## src/hdl/ialu_pkg.sv

```systemverilog
// Package for the six-operation integer ALU: widths, operation and status codes,
// the control struct between sequencer and iterative unit, and a helper function.
// No dependencies.
package ialu_pkg;

  localparam int DATA_WIDTH = 32;
  localparam int KIND_W     = 3;
  localparam int ST_W       = 2;
  localparam int IN_W       = ((2 * DATA_WIDTH + 7) / 8) * 8;
  localparam int OUT_W      = ((DATA_WIDTH + ST_W + 7) / 8) * 8;
  localparam int CNT_W      = $clog2(DATA_WIDTH);

  typedef logic [DATA_WIDTH-1:0]   word_t;
  typedef logic [2*DATA_WIDTH-1:0] dword_t;
  typedef logic [CNT_W-1:0]        cnt_t;
  typedef logic [OUT_W-1:0]        out_data_t;

  localparam word_t W_ONE     = {{(DATA_WIDTH-1){1'b0}}, 1'b1};
  localparam word_t W_SIGN    = {1'b1, {(DATA_WIDTH-1){1'b0}}};
  localparam word_t W_MAXP    = {1'b0, {(DATA_WIDTH-1){1'b1}}};
  // One above the most negative magnitude: marks a saturated product.
  localparam word_t W_SAT     = {1'b1, {(DATA_WIDTH-2){1'b0}}, 1'b1};
  localparam word_t SQRT_BIT0 = {2'b01, {(DATA_WIDTH-2){1'b0}}};

  localparam cnt_t DIV_LAST  = cnt_t'(DATA_WIDTH - 1);
  localparam cnt_t SQRT_LAST = cnt_t'(DATA_WIDTH / 2 - 1);

  typedef enum logic [KIND_W-1:0] {
    KIND_ADD  = 3'd0,
    KIND_SUB  = 3'd1,
    KIND_MUL  = 3'd2,
    KIND_DIV  = 3'd3,
    KIND_POW  = 3'd4,
    KIND_SQRT = 3'd5
  } kind_t;

  typedef enum logic [ST_W-1:0] {
    ST_OK     = 2'd0,
    ST_DIVZ   = 2'd1,
    ST_DOMAIN = 2'd2,
    ST_OVF    = 2'd3
  } status_t;

  typedef struct packed {
    logic start;
    logic is_sqrt;
  } iter_ctl_t;

  function automatic word_t mag(input word_t v);
    return v[DATA_WIDTH-1] ? (~v + W_ONE) : v;
  endfunction

endpackage

```

## src/hdl/integer_six_op_alu_unit.sv

```systemverilog
// Six-operation signed integer ALU: add, subtract, multiply, divide, power, square root.
// Top level; depends on ialu_pkg, ialu_mul and ialu_iter.
//
// Usage: one operation per input transfer. in_tuser carries the operation kind,
// in_tdata the two operands. One result transfer follows for every input transfer,
// holding the signed result and a status code (ok, divide by zero, domain, overflow).
// in_tready is high only while the sequencer is idle; it drops for the whole
// operation and rises once the result sits in the output register.
// Path from an input transfer to the result register, by kind:
//   add, subtract, special cases and unused kinds: decode state, then output state
//   multiply: one pass through the registered multiplier
//   divide, square root: one bit per cycle in the shared subtract unit
//   power: per exponent bit a check state, a multiply state for a set bit and a squaring
//   state in the shared multiplier; saturation and bases 0 and 1 end the loop early.
// The next input transfer is taken the cycle after the result is registered, so a
// new item is not taken before the last one is done.
// When the receiver stalls, the result waits in the output register and one more
// item may be taken and computed; it then holds until the register is free.
// A synchronous reset drops out_tvalid and returns the sequencer to idle.
module integer_six_op_alu_unit import ialu_pkg::*; (
  input  logic             clk,
  input  logic             rst_n,
  input  logic             in_tvalid,
  output logic             in_tready,
  input  logic [IN_W-1:0]  in_tdata,   // operand_a, operand_b
  input  logic [KIND_W-1:0] in_tuser,  // kind
  output logic             out_tvalid,
  input  logic             out_tready,
  output logic [OUT_W-1:0] out_tdata   // result_value, status, zero padding
);

  typedef enum logic [3:0] {
    S_IDLE,
    S_START,
    S_MULW,
    S_PCHK,
    S_PACC,
    S_PSQ,
    S_PFIN,
    S_ITER,
    S_OUT
  } state_t;

  state_t    state_r, state_nxt;
  kind_t     kind_r, kind_nxt;
  word_t     a_r, a_nxt;
  word_t     b_r, b_nxt;
  word_t     acc_r, acc_nxt;
  word_t     m_r, m_nxt;
  word_t     e_r, e_nxt;
  logic      neg_r, neg_nxt;
  word_t     res_r, res_nxt;
  status_t   st_r, st_nxt;
  logic      out_valid_r, out_valid_nxt;
  out_data_t out_data_r, out_data_nxt;

  word_t     mul_x, mul_y;
  dword_t    prod;
  word_t     sat_val;
  iter_ctl_t iter_ctl;
  word_t     iter_x;
  word_t     iter_res;
  logic      iter_done;

  word_t     sum;
  word_t     dif;
  word_t     lim;

  ialu_mul u_mul (
    .clk     (clk),
    .op_x    (mul_x),
    .op_y    (mul_y),
    .prod_r  (prod),
    .sat_val (sat_val)
  );

  ialu_iter u_iter (
    .clk    (clk),
    .rst_n  (rst_n),
    .ctl    (iter_ctl),
    .x      (iter_x),
    .d      (mag(b_r)),
    .done   (iter_done),
    .result (iter_res)
  );

  assign in_tready = (state_r == S_IDLE);
  assign sum       = a_r + b_r;
  assign dif       = a_r - b_r;
  assign lim       = neg_r ? W_SIGN : W_MAXP;
  assign iter_x    = (kind_r == KIND_SQRT) ? a_r : mag(a_r);

  always_comb begin
    state_nxt     = state_r;
    kind_nxt      = kind_r;
    a_nxt         = a_r;
    b_nxt         = b_r;
    acc_nxt       = acc_r;
    m_nxt         = m_r;
    e_nxt         = e_r;
    neg_nxt       = neg_r;
    res_nxt       = res_r;
    st_nxt        = st_r;
    out_valid_nxt = out_valid_r && !out_tready;
    out_data_nxt  = out_data_r;
    mul_x         = m_r;
    mul_y         = m_r;
    iter_ctl.start   = 1'b0;
    iter_ctl.is_sqrt = (kind_r == KIND_SQRT);

    case (state_r)
      S_IDLE: begin
        if (in_tvalid) begin
          kind_nxt  = kind_t'(in_tuser);
          a_nxt     = in_tdata[DATA_WIDTH-1:0];
          b_nxt     = in_tdata[2*DATA_WIDTH-1:DATA_WIDTH];
          state_nxt = S_START;
        end
      end
      S_START: begin
        res_nxt   = '0;
        st_nxt    = ST_OK;
        state_nxt = S_OUT;
        case (kind_r)
          KIND_ADD: begin
            res_nxt = sum;
            if ((a_r[DATA_WIDTH-1] == b_r[DATA_WIDTH-1]) &&
                (sum[DATA_WIDTH-1] != a_r[DATA_WIDTH-1])) begin
              st_nxt = ST_OVF;
            end
          end
          KIND_SUB: begin
            res_nxt = dif;
            if ((a_r[DATA_WIDTH-1] != b_r[DATA_WIDTH-1]) &&
                (dif[DATA_WIDTH-1] != a_r[DATA_WIDTH-1])) begin
              st_nxt = ST_OVF;
            end
          end
          KIND_MUL: begin
            mul_x     = mag(a_r);
            mul_y     = mag(b_r);
            neg_nxt   = a_r[DATA_WIDTH-1] ^ b_r[DATA_WIDTH-1];
            state_nxt = S_MULW;
          end
          KIND_DIV: begin
            if (b_r == '0) begin
              st_nxt = ST_DIVZ;
            end else if ((a_r == W_SIGN) && (b_r == '1)) begin
              res_nxt = W_SIGN;
              st_nxt  = ST_OVF;
            end else begin
              iter_ctl.start = 1'b1;
              neg_nxt        = a_r[DATA_WIDTH-1] ^ b_r[DATA_WIDTH-1];
              state_nxt      = S_ITER;
            end
          end
          KIND_POW: begin
            if (b_r[DATA_WIDTH-1]) begin
              // A negative exponent leaves only bases one and minus one nonzero.
              if (a_r == '0) begin
                st_nxt = ST_DOMAIN;
              end else if (a_r == W_ONE) begin
                res_nxt = W_ONE;
              end else if (a_r == '1) begin
                res_nxt = b_r[0] ? '1 : W_ONE;
              end
            end else begin
              neg_nxt   = a_r[DATA_WIDTH-1] & b_r[0];
              m_nxt     = mag(a_r);
              e_nxt     = b_r;
              acc_nxt   = W_ONE;
              state_nxt = S_PCHK;
            end
          end
          KIND_SQRT: begin
            if (a_r[DATA_WIDTH-1]) begin
              st_nxt = ST_DOMAIN;
            end else begin
              iter_ctl.start = 1'b1;
              neg_nxt        = 1'b0;
              state_nxt      = S_ITER;
            end
          end
          default: begin
            st_nxt = ST_DOMAIN;
          end
        endcase
      end
      S_MULW: begin
        res_nxt   = neg_r ? (~prod[DATA_WIDTH-1:0] + W_ONE) : prod[DATA_WIDTH-1:0];
        st_nxt    = ((prod[2*DATA_WIDTH-1:DATA_WIDTH] != '0) ||
                     (prod[DATA_WIDTH-1:0] > lim)) ? ST_OVF : ST_OK;
        state_nxt = S_OUT;
      end
      S_PCHK: begin
        // A spent exponent, bases zero and one and any saturated term fix the outcome at once.
        if (e_r == '0) begin
          state_nxt = S_PFIN;
        end else if (m_r == '0) begin
          acc_nxt   = '0;
          state_nxt = S_PFIN;
        end else if (m_r == W_ONE) begin
          state_nxt = S_PFIN;
        end else if ((acc_r > W_SIGN) || (m_r > W_SIGN)) begin
          acc_nxt   = W_SAT;
          state_nxt = S_PFIN;
        end else if (e_r[0]) begin
          mul_x     = acc_r;
          mul_y     = m_r;
          state_nxt = S_PACC;
        end else begin
          e_nxt     = e_r >> 1;
          state_nxt = S_PSQ;
        end
      end
      S_PACC: begin
        acc_nxt = sat_val;
        e_nxt   = e_r >> 1;
        if ((e_r >> 1) != '0) begin
          state_nxt = S_PSQ;
        end else begin
          state_nxt = S_PFIN;
        end
      end
      S_PSQ: begin
        m_nxt     = sat_val;
        state_nxt = S_PCHK;
      end
      S_PFIN: begin
        if (acc_r > lim) begin
          res_nxt = neg_r ? W_SIGN : W_MAXP;
          st_nxt  = ST_OVF;
        end else begin
          res_nxt = neg_r ? (~acc_r + W_ONE) : acc_r;
          st_nxt  = ST_OK;
        end
        state_nxt = S_OUT;
      end
      S_ITER: begin
        if (iter_done) begin
          res_nxt   = neg_r ? (~iter_res + W_ONE) : iter_res;
          st_nxt    = ST_OK;
          state_nxt = S_OUT;
        end
      end
      S_OUT: begin
        if (!out_valid_r || out_tready) begin
          out_valid_nxt = 1'b1;
          out_data_nxt  = out_data_t'({st_r, res_r});
          state_nxt     = S_IDLE;
        end
      end
      default: begin
        state_nxt = S_IDLE;
      end
    endcase
  end

  always_ff @(posedge clk) begin
    if (!rst_n) begin
      state_r     <= S_IDLE;
      out_valid_r <= 1'b0;
    end else begin
      state_r     <= state_nxt;
      out_valid_r <= out_valid_nxt;
      kind_r      <= kind_nxt;
      a_r         <= a_nxt;
      b_r         <= b_nxt;
      acc_r       <= acc_nxt;
      m_r         <= m_nxt;
      e_r         <= e_nxt;
      neg_r       <= neg_nxt;
      res_r       <= res_nxt;
      st_r        <= st_nxt;
      out_data_r  <= out_data_nxt;
    end
  end

  assign out_tvalid = out_valid_r;
  assign out_tdata  = out_data_r;

endmodule

```

## src/hdl/ialu_mul.sv

```systemverilog
// Shared registered multiplier of the ALU, used for multiply and for power.
// Depends on ialu_pkg.
module ialu_mul import ialu_pkg::*; (
  input  logic   clk,
  input  word_t  op_x,
  input  word_t  op_y,
  output dword_t prod_r,
  output word_t  sat_val
);

  dword_t x_ext;
  dword_t y_ext;

  assign x_ext = {{DATA_WIDTH{1'b0}}, op_x};
  assign y_ext = {{DATA_WIDTH{1'b0}}, op_y};

  always_ff @(posedge clk) begin
    prod_r <= x_ext * y_ext;
  end

  // Products past the most negative magnitude collapse to one marker value.
  assign sat_val = ((prod_r[2*DATA_WIDTH-1:DATA_WIDTH] != '0) ||
                    (prod_r[DATA_WIDTH-1:0] > W_SIGN)) ? W_SAT : prod_r[DATA_WIDTH-1:0];

endmodule

```

## src/hdl/ialu_iter.sv

```systemverilog
// Iterative divide and square-root unit: one result bit per cycle on one shared
// subtractor, restoring division and digit-by-digit square root. Depends on ialu_pkg.
module ialu_iter import ialu_pkg::*; (
  input  logic      clk,
  input  logic      rst_n,
  input  iter_ctl_t ctl,
  input  word_t     x,
  input  word_t     d,
  output logic      done,
  output word_t     result
);

  logic  busy_r, busy_nxt;
  logic  done_r, done_nxt;
  logic  sqrt_r, sqrt_nxt;
  cnt_t  cnt_r, cnt_nxt;
  word_t rem_r, rem_nxt;
  word_t acc_r, acc_nxt;   // quotient (dividend shifts out on top) or root
  word_t aux_r, aux_nxt;   // divisor or current root bit

  logic [DATA_WIDTH:0]   minu;
  logic [DATA_WIDTH:0]   subt;
  logic [DATA_WIDTH+1:0] diff;
  logic                  ge;

  always_comb begin
    if (sqrt_r) begin
      minu = {1'b0, rem_r};
      subt = {1'b0, acc_r + aux_r};
    end else begin
      minu = {rem_r, acc_r[DATA_WIDTH-1]};
      subt = {1'b0, aux_r};
    end
    diff = {1'b0, minu} - {1'b0, subt};
    ge   = !diff[DATA_WIDTH+1];
  end

  always_comb begin
    busy_nxt = busy_r;
    done_nxt = 1'b0;
    sqrt_nxt = sqrt_r;
    cnt_nxt  = cnt_r;
    rem_nxt  = rem_r;
    acc_nxt  = acc_r;
    aux_nxt  = aux_r;
    if (ctl.start) begin
      busy_nxt = 1'b1;
      sqrt_nxt = ctl.is_sqrt;
      if (ctl.is_sqrt) begin
        cnt_nxt = SQRT_LAST;
        rem_nxt = x;
        acc_nxt = '0;
        aux_nxt = SQRT_BIT0;
      end else begin
        cnt_nxt = DIV_LAST;
        rem_nxt = '0;
        acc_nxt = x;
        aux_nxt = d;
      end
    end else if (busy_r) begin
      if (sqrt_r) begin
        rem_nxt = ge ? diff[DATA_WIDTH-1:0] : rem_r;
        acc_nxt = ge ? ((acc_r >> 1) + aux_r) : (acc_r >> 1);
        aux_nxt = aux_r >> 2;
      end else begin
        rem_nxt = ge ? diff[DATA_WIDTH-1:0] : minu[DATA_WIDTH-1:0];
        acc_nxt = {acc_r[DATA_WIDTH-2:0], ge};
      end
      cnt_nxt = cnt_r - cnt_t'(1);
      if (cnt_r == '0) begin
        busy_nxt = 1'b0;
        done_nxt = 1'b1;
      end
    end
  end

  always_ff @(posedge clk) begin
    if (!rst_n) begin
      busy_r <= 1'b0;
      done_r <= 1'b0;
    end else begin
      busy_r <= busy_nxt;
      done_r <= done_nxt;
    end
  end

  always_ff @(posedge clk) begin
    sqrt_r <= sqrt_nxt;
    cnt_r  <= cnt_nxt;
    rem_r  <= rem_nxt;
    acc_r  <= acc_nxt;
    aux_r  <= aux_nxt;
  end

  assign done   = done_r;
  assign result = acc_r;

endmodule

```

## config.mk

```make
export PLATFORM = sky130hd
export DESIGN_NAME = integer_six_op_alu_unit
export DESIGN_NICKNAME = d
export VERILOG_FILES = /design/src/hdl/ialu_pkg.sv /design/src/hdl/integer_six_op_alu_unit.sv /design/src/hdl/ialu_mul.sv /design/src/hdl/ialu_iter.sv
export SDC_FILE = /design/constraint.sdc
export NUM_CORES = 2
export LEC_CHECK = 0
export BUFFER_PORTS_ARGS = -buffer_cell sky130_fd_sc_hd__buf_2
export CAP_MARGIN = 40
export CELL_PAD_IN_SITES_DETAIL_PLACEMENT = 0
export CELL_PAD_IN_SITES_GLOBAL_PLACEMENT = 1
export CORE_ASPECT_RATIO = 1.5
export CORE_MARGIN = 2
export CORE_UTILIZATION = 40
export DETAILED_ROUTE_END_ITERATION = 16
export PLACE_DENSITY = 0.72
export SETUP_SLACK_MARGIN = 0.5
export SLEW_MARGIN = 20
export SYNTH_ARGS = -nofsm -noshare
export SYNTH_HDL_FRONTEND = slang
export SYNTH_SLANG_ARGS = --single-unit
```

## constraint.sdc

```tcl
create_clock -name clk -period 13.2 [get_ports clk]
set_clock_uncertainty 0.05 [all_clocks]
set_input_delay 1.32 -clock clk [delete_from_list [all_inputs] [get_ports clk]]
set_output_delay 1.32 -clock clk [all_outputs]
set_load 0.01 [all_outputs]
```

==> metrics.txt <==
min cycle time layout 11,980 ps; fillcell total 15,600; reg2reg path depth 35; Die Span Y 491 um; total clock sinks 404; status completed; TritonCTS Buffers 47; Detailed Place HPWL 222,000 um; Root Driver clkbuf_16; post-synthesis sequential area ratio 18.1%; DR vias/cell 5.93; Worst Path Max Fanout 21; Worst setup SP type flip-flop; Post-Place Worst Slack 625 ps; worst slew pin tran 988 ps; top-count cell post-synth inv_1; FMAX 83.4 MHz; post-CTS setup buffers 0; Post-DRT Antenna Nets 0; Routed WL 270,000 um; slew margin rel. 33.7%; Wirelength per Cell 28.7 um; I/O Buffers 106; Worst Path Arrival 12,530 ps; RePlAce Congestion 1.02; Finished Core Util 44.2%; largest net degree at the start of global routing 71; # rows 178; Hold Fails Final Rpt 0; Post-synth EDFFs 333; Required @ worst endpoint 13,740 ps; maxcap violations 0; floorplan core area 157,000 sq um; I/O pin count 113; reg-to-reg startpoint m_r[17]$_DFFE_PP_; CP max stage cell nor4_1; cells after synthesis 7,195; clk_lat worst skew 690 ps; final setup margin 1220 ps; GRT Total Usage 33.5%; first-pass GRT wire length 392,000 um; top post-synthesis cells by area fa_1 (29%), edfxtp_1 (16%), ha_1 (9.8%); Most used DFF post-synth edfxtp_1; Hold Path Class reg2reg; syn avg cell area 8.79 sq um; initial antenna violation count 13; Yosys top cell by area fa_1; top cells by count, synth inv_1 (1,007), fa_1 (901), nor2_1 (891); warnings from Yosys 0; crit path kind reg2reg; DR pass1 iterations 8; Unique masters post-synth 95; clk buf depth 3; Cell Area, Synth 63,200 sq um; Worst Hold End out_tdata[7]$_DFFE_PP_; share of cells above drive strength 1 9.16%; top cell type's share of synthesized area 28.5%; Finished Layout Cells 9,418; async set-reset flop share out of synthesis 0%; CTS tree built; endpoint type of the worst setup path flip-flop; Slew Viols, Final 0; hold wc startpoint res_r[7]$_DFFE_PP_; Nets 8,771; CP most frequent cell fa_1; Die Width 329 um; die area 161,000 sq um; drt drc 0; crit share post-route 90.8%; H-tree depth 2; vias in the first global route 58,000; post-synthesis register bit count 404; CP peak stage delay 640 ps; Reg clk slew, reported paths 60 ps; DRT iter0 DRCs 4,865; final setup fails 0; DP Cell Count 9,315; RSZ-0062 raised after global routing no; gr ovfl total 0; R2R setup slack 1220 ps; Starting Density 40.3%; DR vias 55,900; Area growth syn-to-layout 9.75%; R2R Path End u_mul.prod_r[59]$_DFF_P_; worst hold stages 0; setup TNS 0 ps
[what timing repair did]
action	in CTS	in global routing
endpoints found under the setup margin	0	18
resized for setup	0	6
hold buffers	0	0
[registers in the layout, indices dropped and copies added, names as in the netlist, 32 cells and up]
name           cells
u_mul.prod_r      64
m_r               32
u_iter.rem_r      32
b_r               32
u_iter.aux_r      32
a_r               32
res_r             32
u_iter.result     32
out_tdata         34
acc_r             32
[final cells by class]
cell class | instances | area (sq um) | area share, %
Inverter | 1011 | 3790 | 5.47
Timing Repair Buffer | 439 | 3180 | 4.58
Sequential cell | 404 | 11400 | 16.5
Tap cell | 2070 | 2590 | 3.73
Multi-Input combinational cell | 5403 | 46800 | 67.5
Clock buffer | 58 | 1260 | 1.81
Antenna cell | 3 | 7.51 | 0.0108
Clock inverter | 30 | 324 | 0.467
[kinds of logic (layout without fill, tap and decap cells)]
logic type | count (synthesis) | count (layout) | synth area share [%]
and+or+nand+nor | 2219 | 2219 | 15.3
muxes | 82 | 82 | 1.37
xor gates and xnor gates | 298 | 298 | 4.13
AOI/OAI and AO/OA | 1404 | 1404 | 14.3
other | 1 | 9 | 0.00593
DFF | 404 | 404 | 18.1
buffers and inverters | 1393 | 1538 | 8.52
adders and majority gates | 1394 | 1394 | 38.3
[worst max path at each step]
stage	startpoint	to	slack (ps)	cells past startpoint
detailed placement	acc_r[5]$_DFFE_PP_	u_mul.prod_r[56]$_DFF_P_	630	35
global placement	acc_r[5]$_DFFE_PP_	u_mul.prod_r[56]$_DFF_P_	540	35
finish	m_r[17]$_DFFE_PP_	u_mul.prod_r[59]$_DFF_P_	1220	35
CTS	acc_r[5]$_DFFE_PP_	u_mul.prod_r[56]$_DFF_P_	560	35
global route	acc_r[1]$_DFFE_PP_	u_mul.prod_r[56]$_DFF_P_	730	38
floorplan	a_r[3]$_DFFE_PP_	u_mul.prod_r[60]$_DFF_P_	3010	36
[critical path: cells and delay by family, from the launching register on]
kind / cells / cell delay, ps
DFF: 1 / 520
and+or+nand+nor: 11 / 3060
buffers and inverters: 5 / 890
AOI/OAI and AO/OA: 9 / 2780
xor gates and xnor gates: 1 / 130
adders and majority gates: 9 / 4450
[metal layers]
layer / share of wire (%) / GRT usage (%) / vias up
li1: - / - / 24100
met1: 34 / 36.0 / 28000
met2: 48 / 55.9 / 2724
met3: 6.9 / 5.78 / 995
met4: 11 / 30.5 / 12
met5: 0.028 / 0 / -
[metrics by stage]
step	hold slack (ps)	instance area, sq um
6_report	367	69400
5_1_grt	377	69400
4_1_cts	370	69200
3_5_place_dp	355	67700
3_3_place_gp	353	67000
2_1_floorplan	350	63300
[cells in the final DEF (no fill, tap or decap), types with 70 or more instances in the layout]
cell and count:
a21o_1 110, a21oi_1 333, buf_2 117, buf_4 291
dfxtp_1 70, edfxtp_1 333, fa_1 901, ha_1 493
inv_1 1007, nand2_1 741, nand3_1 123, nor2_1 888
o21ai_0 341, o31ai_1 85, xnor2_1 177, xor2_1 112
Power is not shown: default switching activity piles up to over one toggle a cycle in this logic, so the estimate is an artifact.
